## config.mk

```make
export PLATFORM = sky130hd
export DESIGN_NAME = master_stack_tile_layout_core
export DESIGN_NICKNAME = d
export VERILOG_FILES = /design/src/design/mstl_pkg.sv /design/src/design/master_stack_tile_layout_core.sv /design/src/design/mstl_div.sv /design/src/design/mstl_front.sv /design/src/design/mstl_fifo.sv /design/src/design/mstl_back.sv
export SDC_FILE = /design/constraint.sdc
export NUM_CORES = 2
export LEC_CHECK = 0
export BUFFER_PORTS_ARGS = -buffer_cell sky130_fd_sc_hd__buf_4
export CORE_MARGIN = 2
export CORE_UTILIZATION = 39
export CTS_CLUSTER_SIZE = 25
export DETAILED_ROUTE_END_ITERATION = 8
export GPL_TIMING_DRIVEN = 1
export PLACE_DENSITY = 0.52
export SLEW_MARGIN = 0
export SYNTH_ARGS = -nofsm -noshare
export SYNTH_HDL_FRONTEND = slang
export SYNTH_SLANG_ARGS = --single-unit
```

## constraint.sdc

```tcl
create_clock -name clk -period 9.4 [get_ports clk]
set_input_delay 1.41 -clock clk [delete_from_list [all_inputs] [get_ports clk]]
set_output_delay 1.41 -clock clk [all_outputs]
set_load 0.02 [all_outputs]
```

## src/design/mstl_pkg.sv

```systemverilog
`default_nettype none
package mstl_pkg;

	localparam int MaxWindows = 64;
	localparam int ResultCap  = 64;
	localparam int CountCap   = (MaxWindows < ResultCap) ? MaxWindows : ResultCap;

	localparam int RatioMin = 100;
	localparam int RatioMax = 900;
	localparam int RatioDen = 1000;

	// floor(p / 1000) as ((p >> 3) * ceil(2^29 / 125)) >> 29, exact for p below 2^25
	localparam logic [22:0] RatioRecip = 23'd4294968;
	localparam int          RatioShift = 29;

	localparam int DivW   = 25;
	localparam int DivsW  = 10;
	localparam int DivCntW = $clog2(DivW);

	localparam int FifoDepth = 2;

	typedef enum logic [1:0] {
		ST_OK        = 2'd0,
		ST_EMPTY     = 2'd1,
		ST_BAD_GEOM  = 2'd2,
		ST_COLLAPSED = 2'd3
	} status_t;

	typedef enum logic [2:0] {
		REG_LEFT   = 3'd0,
		REG_TOP    = 3'd1,
		REG_WIDTH  = 3'd2,
		REG_HEIGHT = 3'd3,
		REG_GAP    = 3'd4,
		REG_RATIO  = 3'd5
	} reg_idx_t;

	typedef struct packed {
		logic signed [15:0] left;
		logic signed [15:0] top;
		logic [14:0]        width;
		logic [14:0]        height;
		logic [11:0]        gap;
		logic [9:0]         ratio;
	} cfg_t;

	typedef struct packed {
		logic              start;
		logic [DivW-1:0]   dividend;
		logic [DivsW-1:0]  divisor;
	} div_req_t;

	typedef struct packed {
		logic              done;
		logic [DivW-1:0]   quotient;
	} div_rsp_t;

	typedef struct packed {
		status_t            status;
		logic [6:0]         count;
		logic signed [17:0] ix;
		logic signed [17:0] iy;
		logic [14:0]        w0;
		logic [14:0]        h0;
		logic signed [17:0] sx;
		logic [14:0]        sw;
		logic [14:0]        sh;
		logic [11:0]        gap;
	} desc_t;

	typedef struct packed {
		status_t            status;
		logic               last;
		logic [5:0]         idx;
		logic [14:0]        h;
		logic [14:0]        w;
		logic signed [17:0] y;
		logic signed [17:0] x;
	} res_t;

endpackage
`default_nettype wire

```

## src/design/master_stack_tile_layout_core.sv

```systemverilog
`default_nettype none
// Master/stack tiler. Each input item carries a window count (saturated to 64) and yields
// one result item per window in slot order, slot 0 being the left master column, the others
// equal-height rows of the right stack column; an empty count, bad geometry or a collapsed
// column or row yields a single item with a nonzero status and last set. The front takes an
// item, does setup and then works out the master width (a reciprocal multiply stands
// in for the divide by 1000), then, for two or more windows and no error, runs the row
// height through a restoring divider at one quotient bit per cycle; it takes no new count
// until it has pushed the layout into the queue. Layouts then wait in a two-deep queue
// while the back emits one result per cycle when the output side is ready, pausing
// between layouts to take the next one, so the front works on the next count during
// emission. Configuration registers sit at byte addresses 0 (left), 4 (top), 8 (width),
// 12 (height), 16 (gap) and 20 (master ratio in thousandths, clamped to 100..900); the
// user must write them only while idle, which the block itself does not enforce.
module master_stack_tile_layout_core (
	input  wire logic        clk,
	input  wire logic        arst_n,
	input  wire logic        s_axis_tvalid,
	output logic             s_axis_tready,
	input  wire logic [7:0]  s_axis_tdata,  // [6:0] window_count
	output logic             m_axis_tvalid,
	input  wire logic        m_axis_tready,
	// [17:0] rect_x, [35:18] rect_y, [50:36] rect_w, [65:51] rect_h, [71:66] window_index
	output logic [71:0]      m_axis_tdata,
	output logic [1:0]       m_axis_tuser,  // [1:0] status
	output logic             m_axis_tlast,
	input  wire logic        psel,
	input  wire logic        penable,
	input  wire logic        pwrite,
	input  wire logic [4:0]  paddr,
	input  wire logic [31:0] pwdata,
	output logic [31:0]      prdata,
	output logic             pready
);

	mstl_pkg::cfg_t     cfg_q;
	mstl_pkg::reg_idx_t ridx;
	logic               wr;

	mstl_pkg::div_req_t div_req;
	mstl_pkg::div_rsp_t div_rsp;
	logic               q_full;
	logic               q_push;
	mstl_pkg::desc_t    q_wdata;
	logic               q_pop;
	mstl_pkg::desc_t    q_rdata;
	logic               q_valid;
	mstl_pkg::res_t     res;

	assign pready = 1'b1;
	assign ridx   = mstl_pkg::reg_idx_t'(paddr[4:2]);
	assign wr     = psel && penable && pwrite && pready;

	always_ff @(posedge clk or negedge arst_n) begin
		if (!arst_n) begin
			cfg_q.left   <= '0;
			cfg_q.top    <= '0;
			cfg_q.width  <= 15'd1024;
			cfg_q.height <= 15'd768;
			cfg_q.gap    <= '0;
			cfg_q.ratio  <= 10'd500;
		end else if (wr) begin
			unique case (ridx)
				mstl_pkg::REG_LEFT:   cfg_q.left   <= pwdata[15:0];
				mstl_pkg::REG_TOP:    cfg_q.top    <= pwdata[15:0];
				mstl_pkg::REG_WIDTH:  cfg_q.width  <= pwdata[14:0];
				mstl_pkg::REG_HEIGHT: cfg_q.height <= pwdata[14:0];
				mstl_pkg::REG_GAP:    cfg_q.gap    <= pwdata[11:0];
				mstl_pkg::REG_RATIO:  cfg_q.ratio  <= pwdata[9:0];
				default: ;
			endcase
		end
	end

	always_comb begin
		unique case (ridx)
			mstl_pkg::REG_LEFT:   prdata = {{16{cfg_q.left[15]}}, cfg_q.left};
			mstl_pkg::REG_TOP:    prdata = {{16{cfg_q.top[15]}}, cfg_q.top};
			mstl_pkg::REG_WIDTH:  prdata = {17'b0, cfg_q.width};
			mstl_pkg::REG_HEIGHT: prdata = {17'b0, cfg_q.height};
			mstl_pkg::REG_GAP:    prdata = {20'b0, cfg_q.gap};
			mstl_pkg::REG_RATIO:  prdata = {22'b0, cfg_q.ratio};
			default:              prdata = '0;
		endcase
	end

	mstl_front u_front (
		.clk      (clk),
		.arst_n   (arst_n),
		.in_valid (s_axis_tvalid),
		.in_ready (s_axis_tready),
		.in_count (s_axis_tdata[6:0]),
		.cfg      (cfg_q),
		.div_req  (div_req),
		.div_rsp  (div_rsp),
		.q_full   (q_full),
		.q_push   (q_push),
		.q_desc   (q_wdata)
	);

	mstl_div u_div (
		.clk    (clk),
		.arst_n (arst_n),
		.req    (div_req),
		.rsp    (div_rsp)
	);

	mstl_fifo u_fifo (
		.clk    (clk),
		.arst_n (arst_n),
		.push   (q_push),
		.wdata  (q_wdata),
		.full   (q_full),
		.pop    (q_pop),
		.rdata  (q_rdata),
		.valid  (q_valid)
	);

	mstl_back u_back (
		.clk       (clk),
		.arst_n    (arst_n),
		.q_valid   (q_valid),
		.q_desc    (q_rdata),
		.q_pop     (q_pop),
		.out_valid (m_axis_tvalid),
		.out_ready (m_axis_tready),
		.out_res   (res)
	);

	assign m_axis_tdata = {res.idx, res.h, res.w, res.y, res.x};
	assign m_axis_tuser = res.status;
	assign m_axis_tlast = res.last;

endmodule
`default_nettype wire

```

## src/design/mstl_div.sv

```systemverilog
`default_nettype none
module mstl_div (
	input  wire logic               clk,
	input  wire logic               arst_n,
	input  wire mstl_pkg::div_req_t req,
	output mstl_pkg::div_rsp_t      rsp
);

	logic                              busy_q;
	logic                              done_q;
	logic [mstl_pkg::DivCntW-1:0]      cnt_q;
	logic [mstl_pkg::DivW-1:0]         quo_q;
	logic [mstl_pkg::DivsW-1:0]        rem_q;
	logic [mstl_pkg::DivsW-1:0]        dvs_q;
	logic [mstl_pkg::DivsW:0]          trial;
	logic                              ge;
	logic [mstl_pkg::DivsW:0]          diff;

	assign trial = {rem_q, quo_q[mstl_pkg::DivW-1]};
	assign ge    = trial >= {1'b0, dvs_q};
	assign diff  = trial - {1'b0, dvs_q};

	always_ff @(posedge clk or negedge arst_n) begin
		if (!arst_n) begin
			busy_q <= 1'b0;
			done_q <= 1'b0;
			cnt_q  <= '0;
		end else begin
			done_q <= 1'b0;
			if (req.start) begin
				busy_q <= 1'b1;
				cnt_q  <= '0;
			end else if (busy_q) begin
				cnt_q <= cnt_q + 1'b1;
				if (cnt_q == mstl_pkg::DivCntW'(mstl_pkg::DivW - 1)) begin
					busy_q <= 1'b0;
					done_q <= 1'b1;
				end
			end
		end
	end

	// restoring divide, one quotient bit per cycle
	always_ff @(posedge clk) begin
		if (req.start) begin
			quo_q <= req.dividend;
			rem_q <= '0;
			dvs_q <= req.divisor;
		end else if (busy_q) begin
			quo_q <= {quo_q[mstl_pkg::DivW-2:0], ge};
			rem_q <= ge ? diff[mstl_pkg::DivsW-1:0] : trial[mstl_pkg::DivsW-1:0];
		end
	end

	assign rsp.done     = done_q;
	assign rsp.quotient = quo_q;

endmodule
`default_nettype wire

```

## src/design/mstl_front.sv

```systemverilog
`default_nettype none
module mstl_front (
	input  wire logic               clk,
	input  wire logic               arst_n,
	input  wire logic               in_valid,
	output logic                    in_ready,
	input  wire logic [6:0]         in_count,
	input  wire mstl_pkg::cfg_t     cfg,
	output mstl_pkg::div_req_t      div_req,
	input  wire mstl_pkg::div_rsp_t div_rsp,
	input  wire logic               q_full,
	output logic                    q_push,
	output mstl_pkg::desc_t         q_desc
);

	typedef enum logic [4:0] {
		F_IDLE = 5'b00001,
		F_PREP = 5'b00010,
		F_DIVM = 5'b00100,
		F_DIVS = 5'b01000,
		F_PUSH = 5'b10000
	} fstate_t;

	fstate_t              state_q;
	logic                 start_q;
	logic [6:0]           count_q;
	mstl_pkg::status_t    stat_q;
	logic signed [17:0]   ix_q;
	logic signed [17:0]   iy_q;
	logic [14:0]          iw_q;
	logic [14:0]          ih_q;
	logic [14:0]          avail_q;
	logic [21:0]          prod_q;
	logic [14:0]          num_q;
	logic [14:0]          mw_q;
	logic [14:0]          sw_q;
	logic [14:0]          sh_q;

	logic signed [17:0]   ix_c;
	logic signed [17:0]   iy_c;
	logic signed [16:0]   iw_c;
	logic signed [16:0]   ih_c;
	logic signed [16:0]   avail_c;
	logic signed [19:0]   num_c;
	logic [9:0]           ratio_c;
	logic [5:0]           sc_c;
	logic [5:0]           scm1_c;
	logic [17:0]          rowgap_c;
	logic [24:0]          prod_c;
	logic [43:0]          mprod_c;
	logic [14:0]          mw_c;
	logic                 single_c;
	logic                 bad_c;
	logic                 coll_c;
	mstl_pkg::status_t    stat_c;
	logic [14:0]          q_lo;
	logic [6:0]           cnt_sat;

	assign in_ready = state_q == F_IDLE;
	assign cnt_sat  = (in_count > 7'(mstl_pkg::CountCap)) ? 7'(mstl_pkg::CountCap) : in_count;

	assign ix_c    = $signed({{2{cfg.left[15]}}, cfg.left}) + $signed({6'b0, cfg.gap});
	assign iy_c    = $signed({{2{cfg.top[15]}}, cfg.top}) + $signed({6'b0, cfg.gap});
	assign iw_c    = $signed({2'b0, cfg.width}) - $signed({4'b0, cfg.gap, 1'b0});
	assign ih_c    = $signed({2'b0, cfg.height}) - $signed({4'b0, cfg.gap, 1'b0});
	assign avail_c = iw_c - $signed({5'b0, cfg.gap});
	assign ratio_c = (cfg.ratio < 10'(mstl_pkg::RatioMin)) ? 10'(mstl_pkg::RatioMin) :
	                 (cfg.ratio > 10'(mstl_pkg::RatioMax)) ? 10'(mstl_pkg::RatioMax) : cfg.ratio;
	// stack row count; a count of 64 gives 63, which fits the six bits
	assign sc_c     = 6'(count_q - 7'd1);
	assign scm1_c   = sc_c - 6'd1;
	assign rowgap_c = {12'b0, scm1_c} * {6'b0, cfg.gap};
	assign num_c    = $signed({{3{ih_c[16]}}, ih_c}) - $signed({2'b0, rowgap_c});
	assign prod_c   = {10'b0, avail_c[14:0]} * {15'b0, ratio_c};
	assign mprod_c  = {22'b0, prod_q} * {21'b0, mstl_pkg::RatioRecip};
	assign mw_c     = mprod_c[mstl_pkg::RatioShift +: 15];
	assign single_c = count_q == 7'd1;
	assign bad_c    = (cfg.width == '0) || (cfg.height == '0) ||
	                  iw_c[16] || (iw_c == '0) || ih_c[16] || (ih_c == '0);
	assign coll_c   = avail_c[16] || (avail_c == '0) || num_c[19] || (num_c == '0);

	always_comb begin
		if (count_q == '0)
			stat_c = mstl_pkg::ST_EMPTY;
		else if (bad_c)
			stat_c = mstl_pkg::ST_BAD_GEOM;
		else if (!single_c && coll_c)
			stat_c = mstl_pkg::ST_COLLAPSED;
		else
			stat_c = mstl_pkg::ST_OK;
	end

	assign q_lo = div_rsp.quotient[14:0];

	assign div_req.start    = start_q;
	assign div_req.dividend = {10'b0, num_q};
	assign div_req.divisor  = {4'b0, sc_c};

	always_ff @(posedge clk or negedge arst_n) begin
		if (!arst_n) begin
			state_q <= F_IDLE;
			start_q <= 1'b0;
		end else begin
			start_q <= 1'b0;
			unique case (state_q)
				F_IDLE: begin
					if (in_valid)
						state_q <= F_PREP;
				end
				F_PREP: begin
					if (stat_c != mstl_pkg::ST_OK || single_c)
						state_q <= F_PUSH;
					else
						state_q <= F_DIVM;
				end
				F_DIVM: begin
					if (mw_c == '0 || avail_q <= mw_c) begin
						state_q <= F_PUSH;
					end else begin
						state_q <= F_DIVS;
						start_q <= 1'b1;
					end
				end
				F_DIVS: begin
					if (div_rsp.done)
						state_q <= F_PUSH;
				end
				F_PUSH: begin
					if (!q_full)
						state_q <= F_IDLE;
				end
				default: state_q <= F_IDLE;
			endcase
		end
	end

	always_ff @(posedge clk) begin
		if (state_q == F_IDLE && in_valid)
			count_q <= cnt_sat;
		if (state_q == F_PREP) begin
			stat_q  <= stat_c;
			ix_q    <= ix_c;
			iy_q    <= iy_c;
			iw_q    <= iw_c[14:0];
			ih_q    <= ih_c[14:0];
			avail_q <= avail_c[14:0];
			prod_q  <= prod_c[24:3];
			num_q   <= num_c[14:0];
		end
		if (state_q == F_DIVM) begin
			mw_q <= mw_c;
			sw_q <= avail_q - mw_c;
			if (mw_c == '0 || avail_q <= mw_c)
				stat_q <= mstl_pkg::ST_COLLAPSED;
		end
		if (state_q == F_DIVS && div_rsp.done) begin
			sh_q <= q_lo;
			if (div_rsp.quotient == '0)
				stat_q <= mstl_pkg::ST_COLLAPSED;
		end
	end

	assign q_push        = (state_q == F_PUSH) && !q_full;
	assign q_desc.status = stat_q;
	assign q_desc.count  = count_q;
	assign q_desc.ix     = ix_q;
	assign q_desc.iy     = iy_q;
	assign q_desc.w0     = single_c ? iw_q : mw_q;
	assign q_desc.h0     = ih_q;
	assign q_desc.sx     = ix_q + $signed({3'b0, mw_q}) + $signed({6'b0, cfg.gap});
	assign q_desc.sw     = sw_q;
	assign q_desc.sh     = sh_q;
	assign q_desc.gap    = cfg.gap;

endmodule
`default_nettype wire

```

## src/design/mstl_fifo.sv

```systemverilog
`default_nettype none
module mstl_fifo (
	input  wire logic            clk,
	input  wire logic            arst_n,
	input  wire logic            push,
	input  wire mstl_pkg::desc_t wdata,
	output logic                 full,
	input  wire logic            pop,
	output mstl_pkg::desc_t      rdata,
	output logic                 valid
);

	localparam int PtrW = $clog2(mstl_pkg::FifoDepth);

	mstl_pkg::desc_t     mem_q [mstl_pkg::FifoDepth];
	logic [PtrW-1:0]     wp_q;
	logic [PtrW-1:0]     rp_q;
	logic [PtrW:0]       cnt_q;

	assign full  = cnt_q == (PtrW+1)'(mstl_pkg::FifoDepth);
	assign valid = cnt_q != '0;
	assign rdata = mem_q[rp_q];

	always_ff @(posedge clk or negedge arst_n) begin
		if (!arst_n) begin
			wp_q  <= '0;
			rp_q  <= '0;
			cnt_q <= '0;
		end else begin
			if (push)
				wp_q <= (wp_q == PtrW'(mstl_pkg::FifoDepth - 1)) ? '0 : wp_q + 1'b1;
			if (pop)
				rp_q <= (rp_q == PtrW'(mstl_pkg::FifoDepth - 1)) ? '0 : rp_q + 1'b1;
			if (push && !pop)
				cnt_q <= cnt_q + 1'b1;
			else if (pop && !push)
				cnt_q <= cnt_q - 1'b1;
		end
	end

	always_ff @(posedge clk) begin
		if (push)
			mem_q[wp_q] <= wdata;
	end

	a_no_overflow: assert property (@(posedge clk) disable iff (!arst_n)
		!(push && full))
		else $error("layout queue overflow");

	a_no_underflow: assert property (@(posedge clk) disable iff (!arst_n)
		(push && !pop) |=> cnt_q == $past(cnt_q) + 1'b1)
		else $error("layout queue count slip");

endmodule
`default_nettype wire

```

## src/design/mstl_back.sv

```systemverilog
`default_nettype none
module mstl_back (
	input  wire logic            clk,
	input  wire logic            arst_n,
	input  wire logic            q_valid,
	input  wire mstl_pkg::desc_t q_desc,
	output logic                 q_pop,
	output logic                 out_valid,
	input  wire logic            out_ready,
	output mstl_pkg::res_t       out_res
);

	logic               active_q;
	mstl_pkg::desc_t    d_q;
	logic [6:0]         slot_q;
	logic signed [17:0] row_q;
	logic               ovalid_q;
	mstl_pkg::res_t     ores_q;

	logic               load;
	logic               err;
	logic               first;
	logic               item_last;
	mstl_pkg::res_t     res_c;

	assign load      = !ovalid_q || out_ready;
	assign q_pop     = !active_q && q_valid;
	assign err       = d_q.status != mstl_pkg::ST_OK;
	assign first     = slot_q == '0;
	assign item_last = err || (slot_q == d_q.count - 7'd1);

	always_comb begin
		res_c.status = d_q.status;
		res_c.last   = item_last;
		res_c.idx    = slot_q[5:0];
		res_c.x      = first ? d_q.ix : d_q.sx;
		res_c.y      = first ? d_q.iy : row_q;
		res_c.w      = first ? d_q.w0 : d_q.sw;
		res_c.h      = first ? d_q.h0 : d_q.sh;
		if (err) begin
			res_c.idx = '0;
			res_c.x   = '0;
			res_c.y   = '0;
			res_c.w   = '0;
			res_c.h   = '0;
		end
	end

	always_ff @(posedge clk or negedge arst_n) begin
		if (!arst_n) begin
			active_q <= 1'b0;
			ovalid_q <= 1'b0;
		end else begin
			if (q_pop)
				active_q <= 1'b1;
			else if (active_q && load && item_last)
				active_q <= 1'b0;
			if (active_q && load)
				ovalid_q <= 1'b1;
			else if (out_ready)
				ovalid_q <= 1'b0;
		end
	end

	always_ff @(posedge clk) begin
		if (q_pop) begin
			d_q    <= q_desc;
			slot_q <= '0;
			row_q  <= q_desc.iy;
		end else if (active_q && load) begin
			slot_q <= slot_q + 1'b1;
			if (!first)
				row_q <= row_q + $signed({3'b0, d_q.sh}) + $signed({6'b0, d_q.gap});
		end
		if (active_q && load)
			ores_q <= res_c;
	end

	assign out_valid = ovalid_q;
	assign out_res   = ores_q;

	a_err_single: assert property (@(posedge clk) disable iff (!arst_n)
		(ovalid_q && ores_q.status != mstl_pkg::ST_OK) |-> (ores_q.last && ores_q.idx == '0))
		else $error("error item not a lone result");

	a_run_continues: assert property (@(posedge clk) disable iff (!arst_n)
		(ovalid_q && out_ready && !ores_q.last) |=> ovalid_q)
		else $error("run ended without last");

	a_pop_idle: assert property (@(posedge clk) disable iff (!arst_n)
		q_pop |=> (active_q && slot_q == '0))
		else $error("layout taken while busy");

endmodule
`default_nettype wire
```

Yosys cells after proc, flatten, opt, wreduce, memory -nomap -nowiden

Memory sizes are Yosys's and may differ from the RTL's.
Cells that the tools add are included.

Equality and inequality tests: 18
Reductions and logical operators: 56
Muxes and demuxes: 48
$mul: 3
Add/sub/neg operators: 21
Order comparisons: 5

Operators by type and width:

| operator               | count |
|---|---|
| $pmux 32 s6            | 1 |
| $mux 18                | 5 |
| $mux 15                | 5 |
| $logic_not 17->1       | 3 |
| $logic_not 15->1       | 3 |
| $mul 22x20->41 const B | 1 |
| $add 18x13->18         | 2 |
| $add 18x16->18         | 2 |
| $mux 5                 | 7 |
| $add 16x13->17         | 2 |
| $sub 15x13->16         | 2 |
| $mux 10                | 3 |
| $logic_not 25->1       | 1 |
| $mul 15x10->25         | 1 |
| $pmux 5 s5             | 1 |
| $logic_not 20->1       | 1 |
| $mux 2                 | 10 |
| $sub 16x19->20         | 1 |
| $mul 6x12->18          | 1 |
| $sub 17x13->17         | 1 |
| $mux 1                 | 16 |
| $reduce_bool 2->1      | 8 |
| $le 15x15->1           | 1 |
| $sub 15x15->15         | 1 |
| other kinds (32)       | 72 |

Input bits: 52
Output and inout bits: 110
Register bits after elaboration: 551
Memories: 1
Bits in writable memories: 270
Logic and storage cells: 203

Memories:

| memory       | words | width | rd ports | clocked after Yosys merged registers in | wr ports | RTL line        | text |
|---|---|---|---|---|---|---|---|
| u_fifo.mem_q | 2     | 135   | 1        | 0                                       | 1        | mstl_fifo.sv:15 | `mstl_pkg::desc_t mem_q [mstl_pkg::FifoDepth];` |

Logic depth before layout (Yosys ltp)

Depth after elaboration: 15
Gate-level depth with buffers: 35
Gate-level depth less buffers: 34

Hierarchy

A second synthesis with hierarchy kept.

Cells, all modules: 4256
Area total of the unflattened synthesis: 51215.4 µm²

Modules (own cells, without submodules):

| module                        | sequential area each (µm²) | area an instance (µm²) | cells each | times used |
|---|---|---|---|---|
| mstl_front                    | 5236.3                     | 24663.7                | 2605       | 1 |
| mstl_fifo                     | 8207.9                     | 10079.7                | 436        | 1 |
| mstl_back                     | 7036.7                     | 9769.4                 | 712        | 1 |
| master_stack_tile_layout_core | 2113.3                     | 4062.6                 | 290        | 1 |
| mstl_div                      | 1426.4                     | 2640.0                 | 213        | 1 |

Worst setup path after synthesis

No wires, ideal clock.

Path kind: register to register
From: reg cfg_q[11] (netlist name)
To: reg u_front.prod_q[20] (data pin)
Cell stages (with the launch flop): 33
Path slack: 1.105 ns
Data required time: 9.142 ns
Period minus slack after synthesis: 8.295 ns
Setup time: 0.258 ns
Path buffers: 1
Arrival: 8.038 ns
Cell sequence: dfrtp_1 -> inv_1 -> fa_1 -> a21oi_1 -> inv_1 -> a21oi_1 -> xnor2_1 -> ha_1 -> or3_4 -> o31a_2 -> o41ai_4 -> and2b_1 -> nor3_1 -> xor2_1 -> clkbuf_1 -> nand2_1 -> fa_1 -> inv_1 -> fa_1 -> inv_1 -> fa_1 -> inv_1 -> fa_1 -> fa_1 -> ha_1 -> a21o_1 -> nand3_1 -> nand2_1 -> a41o_1 -> o41ai_2 -> o21ai_0 -> a21oi_1 -> xnor2_1

Cells in the longest elaborated chain, start to end: 3

Ends and longest elaborated chain:

| element                 | RTL line                            | text |
|---|---|---|
| from (decl)             | master_stack_tile_layout_core.sv:36 | `mstl_pkg::cfg_t cfg_q;` |
| $sub 15x13->16          | mstl_front.sv:64                    | `assign iw_c = $signed({2'b0, cfg.width}) - $signed({4'b0, cfg.gap, 1'b0});` |
| via u_front.iw_c[5]     | mstl_front.sv:41                    | `logic signed [16:0] iw_c;` |
| $sub 17x13->17          | mstl_front.sv:66                    | `assign avail_c = iw_c - $signed({5'b0, cfg.gap});` |
| via u_front.avail_c[13] | mstl_front.sv:43                    | `logic signed [16:0] avail_c;` |
| $mul 15x10->25          | mstl_front.sv:74                    | `assign prod_c = {10'b0, avail_c[14:0]} * {15'b0, ratio_c};` |
| via u_front.prod_c[23]  | mstl_front.sv:49                    | `logic [24:0] prod_c;` |
| to (signal assigned)    | mstl_front.sv:147                   | `prod_q <= prod_c[24:3];` |
| to (decl)               | mstl_front.sv:33                    | `logic [21:0] prod_q;` |

The timed path passes the listed nets, and every way through them passes these cells.
A chain may end at the register's enable or synchronous reset.

Worst setup path after layout

From: reg cfg_q[38] (netlist name)
To: reg u_front.prod_q[20] (data pin)

Same word-level chain as after synthesis.

==> flow_summary.json <==
{
  "cts.htree.levels": 3,
  "min_from": "u_front.sw_q[14]",
  "synth_top_area_share_pct": 41.1,
  "required_ps": 9860,
  "die_area_sq_um": 130000,
  "synthFlopType": "edfxtp_1",
  "numClockSinks": 813,
  "synth_nets": 4902,
  "dp_hpwl_microns": 95300,
  "layout_common_cells": "edfxtp_1 (681), inv_1 (518), ha_1 (407), nand2_1 (379), fa_1 (274)",
  "gr-usage-all-layers_pct": 19.6,
  "synth_cell_types": 88,
  "rows": 131,
  "vias": 31300,
  "synthMuxAreaShare_pct": 6.17,
  "avgSynthCellArea_sq_um": 11.9,
  "drv_cap": 0,
  "hold_depth": 0,
  "syn_area_sq_um": 49700,
  "synth_compound_area_share_pct": 7.52,
  "syn_inst": 4169,
  "antenna_found_initial": 16,
  "grt_max_degree": 135,
  "min_period_ps": 8600,
  "cts-root-buf": "clkbuf_16",
  "gp_congestion": 0.840,
  "core_sq_um": 127000,
  "pin_count": 162,
  "clock_skew_ps": 35.6,
  "arrival_ps": 9060,
  "final_common_cell": "edfxtp_1",
  "critPathKind": "flop to flop",
  "path_common_cell": "fa_1",
  "antenna_left": 0,
  "postCtsSetupBuffers": 0,
  "start_util_pct": 39.1,
  "cts_made_buffers": 89,
  "crit_path_max_incr_delay_ps": 560,
  "grt_pass1_vias": 31400,
  "cts.reportedPaths.clkPinSlew_ps": 60,
  "synth_enable_flop_cells": 681,
  "overflow": 0,
  "startpoint_type": "flop",
  "drt_iter0_markers": 2258,
  "synthSimpleGateAreaFrac_pct": 9.44,
  "yosysSeqAreaShare_pct": 47.5,
  "clock_latency_ps": 700,
  "synth-seq-cells": 813,
  "maxSlewHeadroom_pct": 21.0,
  "synthAdderAreaFrac_pct": 21.3,
  "synthXorXnorAreaFrac_pct": 3.03,
  "post_cts_resized": 0,
  "wire_per_inst_microns": 20.9,
  "cts_buffer_depth": 3,
  "crit_path_end_kind": "flop",
  "vias_per_cell": 5.13,
  "drcViolationCount": 0,
  "cts_tree": "yes",
  "worstReg2RegStart": "cfg_q[38]",
  "synth_top_family_by_area": "adder cells",
  "grt_pass1_wl_microns": 194000,
  "outcome": "finished clean",
  "hp-class": "flop to flop",
  "slew_violations": 0,
  "port_buffers": 141,
  "finalWirelength_microns": 127000,
  "nets": 5081,
  "hold_ws_ps": 429,
  "reg2reg_to": "u_front.prod_q[20]",
  "hold_viol": 0,
  "die_height_microns": 361,
  "die_w_microns": 361,
  "regToRegSetupSlack_ps": 800,
  "min_to": "u_fifo.mem_q[1][41]",
  "yosysWarnings": 0,
  "fmax_mhz": 116,
  "fill_cells": 11700,
  "dr.pass1.iters": 5,
  "layout-drive-gt1-share_pct": 14.7,
  "async_flop_share_pct": 12.7,
  "syn_to_final_growth_pct": 12.4,
  "finalCritPeriodShare_pct": 91.5,
  "critPathMaxFanout": 7,
  "slowest_stage": "fa_1",
  "tns_ps": 0,
  "yosysTopAreaCell": "edfxtp_1",
  "finalSetupViolCount": 0,
  "tightest_slew_ps": 1190,
  "ctsHoldBuffers": 0,
  "worstRegToRegCells": 31,
  "grt_setup_unrepaired": "false",
  "synth_area_leaders": "edfxtp_1 (41%), fa_1 (11%), ha_1 (10%), mux2_2 (5.3%), dfrtp_1 (4.7%)"
}
[critical path: cells and delay by family (launching register included)]
family | cells | cell delay, ps
flip-flops | 1 | 400
adder cells (fa/ha/maj) | 9 | 3790
AND/OR/NAND/NOR | 3 | 530
AO/OA/AOI/OAI | 11 | 2510
XOR/XNOR | 3 | 530
buffers and inverters | 5 | 590
[worst max path at each step]
stage / startpoint / endpoint / slack (ps) / cells past startpoint
floorplan: cfg_q[11] / u_front.prod_q[20] / 1100 / 32
global placement: u_front.count_q[1] / u_front.state_q[4] / 910 / 32
detailed placement: u_front.count_q[1] / u_front.state_q[4] / 780 / 32
CTS: u_front.count_q[1] / u_front.state_q[4] / 720 / 32
global route: u_front.count_q[1] / u_front.state_q[4] / 70 / 32
finish: cfg_q[38] / u_front.prod_q[20] / 800 / 31
[flip-flops by register name (all words and copies together) (netlist names), 17 cells and up]
name,cells
u_front.iy_q,17
cfg_q,84
u_back.row_q,18
u_back.d_q,133
u_front.ix_q,17
u_back.out_res,75
u_front.prod_q,22
u_div.quo_q,25
u_fifo.mem_q,266
[cell families after synthesis]
family | count (synthesis)
AOI/OAI and AO/OA | 580
xor gates and xnor gates | 171
adders and majority gates | 681
buffers and inverters | 651
DFF | 813
muxes | 270
other | 1
and+or+nand+nor | 1002
[per-stage QoR]
stage / cell area, sq um / setup WS (ps) / cells / utilization [%]
6_report: 55900 / 800 / 6090 / 44.0
5_1_grt: 55900 / 74.3 / 6086 / 44.0
4_1_cts: 55900 / 724 / 6085 / 44.0
3_5_place_dp: 53000 / 780 / 5919 / 41.7
3_3_place_gp: 53000 / 913 / 5919 / 41.7
2_1_floorplan: 49700 / 1100 / 4169 / -
[layout make-up]
cell class / instances / area [sq um] / area share, %
Clock buffer: 105 / 2300 / 4.11
Antenna cell: 5 / 12.5 / 0.0224
Clock inverter: 61 / 622 / 1.11
Tap cell: 1662 / 2080 / 3.72
Sequential cell: 813 / 23600 / 42.3
Inverter: 521 / 1960 / 3.51
Multi-Input combinational cell: 2705 / 23600 / 42.3
Timing Repair Buffer: 218 / 1660 / 2.97
[cells in the mapped netlist (22+ instances only)]
cell type  number
a211oi_1       27
a21o_1         47
a21oi_1       203
and2_1         65
and3_1         22
clkbuf_1       98
dfrtp_1        93
dfxtp_1        29
edfxtp_1      681
fa_1          274
ha_1          407
inv_1         520
mux2_2        233
mux2i_1        31
nand2_1       379
nand2b_1       22
nand3_1        57
nor2_1        223
nor2b_1        55
nor3_1         60
nor4_1         25
o21a_1         23
o21ai_0       102
xnor2_1       107
xor2_1         63
[routing by layer]
layer | share of wire [%] | global-route usage [%]
met5 | 0.042 | 0
met1 | 46 | 27.5
met3 | 5.6 | 3.80
met2 | 46 | 31.0
met4 | 2.5 | 5.55
Power is left out: the tool's default activity adds up to more than one toggle a clock period on the data nets, which glitch-free logic cannot reach.
